## config.mk

```make
export PLATFORM = sky130hd
export DESIGN_NAME = bbt_ctrl
export DESIGN_NICKNAME = d
export VERILOG_FILES = /design/src/rtl/core/assert_macros.svh /design/src/rtl/core/bbt_pkg.sv /design/src/rtl/core/bbt_ctrl.sv
export SDC_FILE = /design/constraint.sdc
export NUM_CORES = 1
export LEC_CHECK = 0
export BUFFER_PORTS_ARGS = -buffer_cell sky130_fd_sc_hd__clkbuf_2
export CORE_AREA = 2 2 39 41
export CTS_CLUSTER_SIZE = 28
export DETAILED_ROUTE_END_ITERATION = 10
export DIE_AREA = 0 0 41 43
export GPL_ROUTABILITY_DRIVEN = 1
export SLEW_MARGIN = 20
export SYNTH_ARGS = -nofsm -noshare
export SYNTH_HDL_FRONTEND = slang
export SYNTH_SLANG_ARGS = --single-unit
```

## constraint.sdc

```tcl
create_clock -name clk -period 1.2 [get_ports clk]
set_clock_uncertainty 0.2 [all_clocks]
set_input_delay 0.06 -clock clk [delete_from_list [all_inputs] [get_ports clk]]
set_output_delay 0.06 -clock clk [all_outputs]
set_load 0.005 [all_outputs]
```

## src/rtl/core/assert_macros.svh

```systemverilog
// ----------------------------------------------------------------------------
// assert_macros.svh
// Concurrent assertion helpers shared by the RTL, empty under synthesis.
// ----------------------------------------------------------------------------
`ifndef ASSERT_MACROS_SVH
`define ASSERT_MACROS_SVH

`ifndef SYNTHESIS

// condition holds on every clock edge out of reset
`define ASSERT_ALWAYS(lbl, clk, rst_n, cond, msg) \
    lbl: assert property (@(posedge clk) disable iff (!rst_n) (cond)) else $error(msg);

// consequent holds in the same cycle as the antecedent
`define ASSERT_IMPLY(lbl, clk, rst_n, ante, cons, msg) \
    lbl: assert property (@(posedge clk) disable iff (!rst_n) (ante) |-> (cons)) \
        else $error(msg);

// consequent holds in the cycle after the antecedent
`define ASSERT_NEXT(lbl, clk, rst_n, ante, cons, msg) \
    lbl: assert property (@(posedge clk) disable iff (!rst_n) (ante) |=> (cons)) \
        else $error(msg);

`else

`define ASSERT_ALWAYS(lbl, clk, rst_n, cond, msg)
`define ASSERT_IMPLY(lbl, clk, rst_n, ante, cons, msg)
`define ASSERT_NEXT(lbl, clk, rst_n, ante, cons, msg)

`endif

`endif

```

## src/rtl/core/bbt_pkg.sv

```systemverilog
// ----------------------------------------------------------------------------
// bbt_pkg
// Widths, codes and control structs of the branch bias table.
// ----------------------------------------------------------------------------
`timescale 1ns / 1ps
`default_nettype none

package bbt_pkg;

    localparam int TABLE_ENTRIES_DEF = 1024;

    localparam int ADDR_W   = 64;
    localparam int THREAD_W = 3;
    localparam int COUNT_W  = 30;
    localparam int ENTRY_W  = 32;
    localparam int SHIFT_W  = 2;

    localparam logic [SHIFT_W-1:0] SHIFT_RESET = 2'd2;
    localparam logic [COUNT_W-1:0] COUNT_MAX   = {COUNT_W{1'b1}};

    // entry layout: direction, pending fault, run count above
    localparam int ENTRY_DIR_BIT   = 0;
    localparam int ENTRY_FAULT_BIT = 1;

    localparam logic CMD_LOOKUP = 1'b0;
    localparam logic CMD_UPDATE = 1'b1;

    typedef struct packed {
        logic clear_wr;
        logic accept;
        logic read;
        logic commit;
    } ctrl_cmd_t;

    typedef struct packed {
        logic clear_last;
        logic out_free;
    } dp_status_t;

endpackage

`default_nettype wire

```

## src/rtl/core/bbt_ctrl.sv

```systemverilog
// ----------------------------------------------------------------------------
// bbt_ctrl
// Sequencer: clearing pass after reset, then capture, read and commit.
// ----------------------------------------------------------------------------
`timescale 1ns / 1ps
`default_nettype none

module bbt_ctrl
    import bbt_pkg::*;
(
    input  wire logic       clk,
    input  wire logic       rst_n,
    input  wire logic       in_valid,
    output logic            in_ready,
    input  wire dp_status_t status,
    output ctrl_cmd_t       cmd
);

    typedef enum logic [3:0] {
        S_CLEAR = 4'b0001,
        S_IDLE  = 4'b0010,
        S_READ  = 4'b0100,
        S_EXEC  = 4'b1000
    } state_t;

    state_t state_reg;
    state_t state_next;

    always_ff @(posedge clk or negedge rst_n)
    begin
        if (!rst_n)
        begin
            state_reg <= S_CLEAR;
        end
        else
        begin
            state_reg <= state_next;
        end
    end

    always_comb
    begin
        state_next = state_reg;
        cmd        = '0;
        in_ready   = 1'b0;
        unique case (state_reg)
            S_CLEAR:
            begin
                cmd.clear_wr = 1'b1;
                if (status.clear_last)
                begin
                    state_next = S_IDLE;
                end
            end
            S_IDLE:
            begin
                in_ready = 1'b1;
                if (in_valid)
                begin
                    cmd.accept = 1'b1;
                    state_next = S_READ;
                end
            end
            S_READ:
            begin
                cmd.read   = 1'b1;
                state_next = S_EXEC;
            end
            S_EXEC:
            begin
                // hold the item until the result register can take it
                if (status.out_free)
                begin
                    cmd.commit = 1'b1;
                    state_next = S_IDLE;
                end
            end
            default:
            begin
                state_next = S_CLEAR;
            end
        endcase
    end

endmodule

`default_nettype wire

```

After elaboration in Yosys (flattened, before gate mapping). Index checks and enable logic that the tools add are counted.

Register bits after elaboration: 4. Input port bits: 5. Word-level logic and storage cells: 20. Output and inout port bits: 5.

Mux-type cells: 11. Equal/unequal tests: 7. Reductions and logical operators: 1.

Operators with widths (count): 4-bit case mux with 4 select lines (1); 4-bit two-way mux (3); 1-bit two-way mux (7); 2-bit != test, second input constant (3); 4-bit by 1-bit == test with 1-bit output, second input constant (1); 4-bit by 2-bit == test with 1-bit output, second input constant (1); 4-bit by 3-bit == test with 1-bit output, second input constant (1); 4-bit == test, second input constant (1); 3-bit AND reduction (1).

Depth between registers and ports, before layout. Gate-level depths: netlist (run 1).

Depth after elaboration: 3. Gate-level depth with buffers: 4. Mapped depth without buffers: 3.

Worst setup path after synthesis (run 1). Ideal clock, no wire load.

Kind: register to register. Start point: register state_reg[2]. End point: register state_reg[3]. Period minus slack after synthesis: 1.240 ns. Arrival time: 0.962 ns. Setup slack: -0.040 ns. Library setup time: 0.078 ns. Stages on the path, launching flop included: 4. Data required time: 0.922 ns. Path buffers: 1. Path through: dfrtp_1 buf_6 or3b_1 a21boi_1.

Word-level cells in the longest chain between the ends: 3. Elaborated cells on any way between the ends: 9. Classes of those cells: 7 x eq/ne; 1 x mux; 1 x reduce/logical.

Ends and longest elaborated chain: start, declared (line bbt_ctrl.sv:26) `state_t state_reg;`; start signal, assigned (line bbt_ctrl.sv:37) `state_reg <= state_next;`; 4-bit by 1-bit == test with 1-bit output (tied with other cells) (line bbt_ctrl.sv:46) `unique case (state_reg)`; 2-bit != test (no source line); 3-bit AND reduction (no source line).

Several ways; a longest one is shown, not always the timed one. A chain may end at the register's enable or synchronous reset.

==> results of run 1 <==
==> per-stage QoR <==
stage | hold WS (ns) | area [µm²] | std cells | util [%] | setup TNS, ns
floorplan | -0.436 | 272 | 24 | - | -0.0270
global placement | -0.327 | 318 | 47 | 23.0 | -0.508
detailed placement | -0.328 | 318 | 47 | 23.0 | -0.623
CTS | 0.00454 | 443 | 61 | 32.0 | -1.68
global route | 0.0772 | 502 | 63 | 36.3 | -2.12
finish | 0.0254 | 502 | 63 | 36.3 | -1.58
==> final cells by class <==
cell class	instances	area share [%]
multi-input cells	18	36.7
repair buffers	21	33.2
flip-flops and latches	4	20.9
clock buffers	4	5.24
well taps	16	3.99
==> cell usage in the layout (no fill, tap or decap), drive strengths merged <==
| master | n |
|---|---|
| nand2b | 1 |
| nand4bb | 1 |
| buf | 9 |
| xor2 | 1 |
| o22a | 1 |
| clkbuf | 11 |
| or3b | 1 |
| and2 | 2 |
| nor3 | 1 |
| and4b | 1 |
| dlygate4sd3 | 5 |
| a21oi | 1 |
| nor4b | 3 |
| dfstp | 1 |
| a31oi | 1 |
| nor2 | 1 |
| o21ai | 2 |
| dfrtp | 3 |
| a21boi | 1 |
==> routing by layer <==
metal / vias to the layer above / routed length (µm) / global-route usage [%]
li1: 138 / - / -
met1: 126 / 319 / 14.0
met2: 12 / 338 / 13.4
met3: 2 / 45 / 3.14
met4: 0 / 27 / 14.0
met5: - / 0 / 0
==> cells by family after synthesis <==
group / count (synthesis)
AOI/OAI and AO/OA: 6
xor gates and xnor gates: 1
and+or+nand+nor: 11
DFF: 4
buffers and inverters: 2
==> timing repair <==
item / 4_1_cts / 5_1_grt
gates resized for setup: 6 / 8
hold endpoints to repair: 8 / 0
hold buffers: 5 / 0
pin swaps: 4 / 7
endpoints found under the setup margin: 9 / 9
setup buffers: 5 / 2
==> worst max path at each step <==
stage	from	endpoint
detailed placement	state_reg[3]	state_reg[3]
CTS	state_reg[3]	cmd[2]
finish	state_reg[0]	cmd[0]
global route	state_reg[3]	cmd[2]
floorplan	state_reg[2]	state_reg[3]
global placement	state_reg[3]	state_reg[3]
==> worst reg2reg max path, stage by stage (launching register included) <==
cell and delay, ns:
dfrtp_2 0.45, buf_6 0.14, buf_6 0.11, nand4bb_4 0.18
o22a_1 0.22
==> power by group <==
part / leakage (nW) / internal [mW] / switching [mW] / total (mW)
registers: 0.0465 / 0.190 / 0.0757 / 0.266
logic: 0.151 / 0.228 / 0.126 / 0.354
clock network: 0.0150 / 0.125 / 0.0591 / 0.184
total: 0.213 / 0.543 / 0.261 / 0.804
==> metrics.csv, run 1 <==
stage,metric,value,unit
status,violations,setup timing,
sta,period_share,123,%
worst_hold_path,whs_path_depth,4,
cts,cts_buffers,3,
synth,yosysTopAreaCellShare,28.6,%
cts,cts_root_buf,clkbuf_4,
grt,grt_max_degree,9,
place,place_ws,-0.138,ns
cts,cts.sinks,4,
worst_setup_path,rr_startpoint,state_reg[3],
synth,synth_edf_count,0,
synth,synth_common_cells,"3 x dfrtp_1, 2 x and2_1, 2 x nor4b_2",
worst_setup_path,critPathSlowestCell,dfstp_2,
sta,slew_headroom,84.6,%
sta,timing.fmax,677,MHz
route,num_vias,278,
final_layout,nFillCells,150,
synth,synth_xor_xnor_area_share,3.33,%
cts,clkTransAtPathRegs,0.04,ns
power_and_ir_drop,finalPower,0.804,mW
worst_setup_path,cp_top_family,flip-flops,
worst_setup_path,reg2regPathDepth,4,
final_layout,largest_reg_flops,4,
worst_setup_path,cp.depth,3,
die,core,1380,µm²
synth,postSynthAreaPerCell,10.9,µm²
route,post_drt_wl_per_cell,11.6,µm
grt,antenna_found_initial,0,
synth,synthTopCellsByArea,"dfrtp_1 29%, nor4b_2 11%, dfstp_2 10%, and2_1 4.8%, buf_6 4.3%",
worst_setup_path,cp_max_fo,5,
power_and_ir_drop,p_leak,0.213,nW
worst_hold_path,hp-start,in_valid,
cts,cts_tree,yes,
place,port_buffers,9,
power_and_ir_drop,irDropWorstVdd,0.519,mV
worst_hold_path,hold_end,state_reg[1],
worst_hold_path,hp-class,in2reg,
synth,ys_seq_area_share,38.6,%
sta,slew_violations,0,
synth,synth_nets,29,
worst_setup_path,cp.required,0.94,ns
sta,finalHoldViolCount,0,
route,ant_nets,0,
synth,synth_compound_area_share,14.3,%
route,drtIter0Drc,9,
grt,overflow,0,
power_and_ir_drop,power-per-cell-area,1600,nW/µm²
synth,async_flop_share,100,%
final_layout,seqCellArea,105,µm²
synth,yosysTopAreaCell,dfrtp_1,
final_layout,diodes,0,
sta,finalWorstSetupSlack,-0.276,ns
final_layout,fin_nets,53,
route,drtPass1Iterations,4,
route,routed_wl,730,µm
sta,grt_setup_unrepaired,true,
cts,clk_latency,0.23,ns
synth,synth-simple-area-share,36.7,%
cts,h-tree-depth,1,
synth,postSynthCellCount,24,
route,drc,0,
synth,synthMuxAreaShare,0,%
grt,track_usage,11.4,%
die,fp.dieW,41,µm
synth,yosys_warnings,0,
worst_setup_path,path_buf_inv,1,
final_layout,drive_gt1_share,57.4,%
status,status,"complete, but fails checks",
sta,setup_viol,8,
grt,grt_pass1_vias,275,
die,rows,14,
place,gp_congestion,0.721,
synth,synth_fa_ha_area_share,0,%
worst_setup_path,r2r-end,state_reg[0],
route,via_per_inst,4.41,
die,ioPinCount,10,
run,cap_violations,0,
sta,tightest_slew,0.229,ns
final_layout,syn_to_final_growth,91.0,%
synth,synth_top_family_by_area,simple AND/OR/NAND/NOR gates,
synth,ys.flop_type,dfrtp_1,
synth,synth_area,263,µm²
synth,ys_ff_latch,4,
worst_setup_path,reg2reg_setup_slack,-0.17,ns
cts,cts.path.max_buffers,2,
die,dieArea,1760,µm²
grt,grt_pass1_wl,1200,µm
sta,min_period,1.48,ns
synth,yosysUniqueCellTypes,20,
final_layout,multiInputGateArea,184,µm²
worst_setup_path,critPathMaxStageDelay,0.58,ns
synth,yosysMostFrequentCell,dfrtp_1,
die,start_util,19.0,%
die,die_y,43,µm
worst_setup_path,cp.arrival,1.22,ns
worst_setup_path,crit_type,reg2out,
worst_setup_path,critPathCaptureType,output pin,
worst_setup_path,critical_path.startpoint_type,register,
worst_setup_path,path_cells,nor2_1 > and4b_1 > clkbuf_2,
No activity file was read; power rests on OpenSTA's default activity.
==> inputs of run 2 (changes only) <==
--- a/config.mk
+++ b/config.mk
@@ -7,6 +7,7 @@
 export LEC_CHECK = 0
 export BUFFER_PORTS_ARGS = -buffer_cell sky130_fd_sc_hd__clkbuf_2
 export CORE_AREA = 2 2 39 41
+export CTS_BUF_LIST = sky130_fd_sc_hd__clkbuf_8
 export CTS_CLUSTER_SIZE = 28
 export DETAILED_ROUTE_END_ITERATION = 10
 export DIE_AREA = 0 0 41 43
==> metrics.csv, run 2 (synthesized netlist as in run 1, its figures left out) <==
stage,metric,value,unit,change
grt,overflow,0,,unchanged
power_and_ir_drop,seqPwrFrac,28.7,%,-4.3 points
grt,antenna_found_initial,0,,unchanged
grt,grt_pass1_wl,1370,µm,+14%
worst_setup_path,critPathSlowestCell,dfrtp_2,,
worst_setup_path,cp.arrival,1.42,ns,+0.20 ns
worst_hold_path,hp-start,in_valid,,
die,rows,14,,unchanged
grt,grt_pass1_vias,298,,+8.4%
status,violations,setup timing,,
die,die_y,43,µm,unchanged
final_layout,syn_to_final_growth,108,%,
final_layout,largest_reg_flops,4,,unchanged
worst_setup_path,cp_max_fo,6,,+1
worst_setup_path,reg2reg_setup_slack,-0.29,ns,-0.12 ns
route,drc,0,,unchanged
cts,cts.path.max_buffers,2,,unchanged
sta,timing.fmax,673,MHz,-0.72%
final_layout,diodes,0,,unchanged
power_and_ir_drop,p_int,0.663,mW,+22%
die,fp.dieW,41,µm,unchanged
final_layout,fin_util,39.5,%,+3.3 points
sta,finalWorstSetupSlack,-0.287,ns,-0.0108 ns
place,gp_congestion,0.721,,unchanged
route,ant_nets,0,,unchanged
place,port_buffers,9,,unchanged
sta,period_share,124,%,+0.90 points
cts,clk_latency,0.22,ns,about the same
final_layout,final_cell_mix,"8 x buf_4, 6 x dlygate4sd3_1, 6 x clkbuf_2",,
worst_setup_path,critPathCaptureType,register,,
status,status,"complete, but fails checks",,
worst_setup_path,path_cells,buf_4 > buf_6 > or3b_1 > a21boi_1,,
worst_setup_path,critical_path.startpoint_type,register,,
cts,cts_tree,yes,,
sta,slew_headroom,82.7,%,-1.9 points
worst_setup_path,cp.required,1.13,ns,+0.19 ns
worst_setup_path,r2r-end,state_reg[3],,
sta,timing.hold.ws,0.0750,ns,+0.0496 ns
worst_hold_path,hp-class,in2reg,,
route,num_vias,289,,+4.0%
final_layout,drive_gt1_share,60.8,%,+3.3 points
worst_hold_path,hold_end,state_reg[1],,
sta,finalHoldViolCount,0,,unchanged
worst_setup_path,crit_type,reg2reg,,
cts,h-tree-depth,1,,unchanged
die,dieArea,1760,µm²,unchanged
cts,cts_buffers,3,,unchanged
cts,cts.sinks,4,,unchanged
sta,slew_violations,0,,unchanged
power_and_ir_drop,p_comb_share,40.9,%,-3.2 points
worst_setup_path,reg2regPathDepth,4,,unchanged
sta,setup_viol,8,,unchanged
final_layout,fin_nets,57,,+7.5%
power_and_ir_drop,p_clk_share,30.4,%,+7.5 points
sta,grt_setup_unrepaired,true,,
power_and_ir_drop,p_leak,0.246,nW,+16%
power_and_ir_drop,irDropWorstVdd,0.629,mV,+21%
die,core,1380,µm²,unchanged
power_and_ir_drop,finalPower,0.960,mW,+19%
grt,track_usage,12.5,%,+1.1 points
worst_hold_path,whs_path_depth,4,,unchanged
sta,min_period,1.49,ns,+0.0108 ns
sta,tightest_slew,0.257,ns,+0.0281 ns
power_and_ir_drop,switching_share,30.9,%,-1.5 points
cts,cts_root_buf,clkbuf_8,,
power_and_ir_drop,power-per-cell-area,1760,nW/µm²,+9.6%
route,drtIter0Drc,4,,-5
grt,grt_max_degree,9,,unchanged
die,ioPinCount,10,,unchanged
run,cap_violations,0,,unchanged
worst_setup_path,critPathMaxStageDelay,0.45,ns,-0.13 ns
route,drtPass1Iterations,4,,unchanged
route,post_drt_wl_per_cell,12.3,µm,+6.4%
worst_setup_path,rr_startpoint,state_reg[2],,
cts,clkTransAtPathRegs,0.03,ns,about the same
die,start_util,19.0,%,unchanged
power_and_ir_drop,p_sw,0.297,mW,+14%
route,routed_wl,826,µm,+13%
final_layout,final_common_cell,buf_4,,
route,via_per_inst,4.31,,-2.2%
-- run 2: worst max-delay path by stage --
stage	startpoint	end	slack, ns	cells after the start
after global routing	state_reg[2]	cmd[2]	-0.35	3
final	state_reg[2]	state_reg[3]	-0.29	4
after detailed placement	state_reg[3]	state_reg[3]	-0.14	2
after floorplan	state_reg[2]	state_reg[3]	-0.03	3
after global placement	state_reg[3]	state_reg[3]	-0.11	2
after CTS	state_reg[2]	cmd[2]	-0.28	3
-- run 2: worst max-delay path, delay by kind of cell (launching register included) --
family	cells	cell delay (ns)
simple gates	1	0.34
buf+inv	2	0.25
flops	1	0.45
compound gates	1	0.16
-- run 2: power by group through the flow --
stage | combinational, mW | clock [mW] | sequential, mW
final | 0.392 | 0.292 | 0.276
after global routing | 0.428 | 0.312 | 0.282
after CTS | 0.315 | 0.298 | 0.266
after detailed placement | 0.211 | 0 | 0.279
after global placement | 0.210 | 0 | 0.275
after floorplan | 0.178 | 0 | 0.240
-- run 2: final cells by class --
| class | instances | area [µm²] |
|---|---|---|
| clock buffers | 3 | 41.3 |
| clock inverters | 1 | 3.75 |
| fillers | 149 | 837 |
| multi-input cells | 18 | 189 |
| flip-flops and latches | 4 | 105 |
| well taps | 16 | 20.0 |
| repair buffers | 25 | 188 |
-- run 2: layer usage --
metal | track usage (%) | wire [µm] | part of all wire (%) | vias to the layer above
li1 | - | - | - | 146
met1 | 16.9 | 369 | 45 | 131
met2 | 14.1 | 395 | 48 | 10
met3 | 4.71 | 41 | 5.0 | 2
met4 | 12.0 | 20 | 2.4 | 0
met5 | 0 | 0 | 0 | -
-- run 2: stage by stage --
| step | area (µm²) | TNS, ns | cells | setup WS, ns |
|---|---|---|---|---|
| 6_report | 547 | -1.80 | 67 | -0.287 |
| 5_1_grt | 547 | -2.30 | 67 | -0.349 |
| 4_1_cts | 485 | -1.60 | 64 | -0.277 |
| 3_5_place_dp | 318 | -0.623 | 47 | -0.138 |
| 3_3_place_gp | 318 | -0.508 | 47 | -0.112 |
| 2_1_floorplan | 272 | -0.0270 | 24 | -0.0255 |
-- run 2: repair_timing --
action,in CTS,in global routing
gates resized for setup,3,9
hold buffers,6,0
endpoints found under the hold margin,7,0
setup endpoints to repair,9,9
setup buffers,7,3
pin swaps,0,4
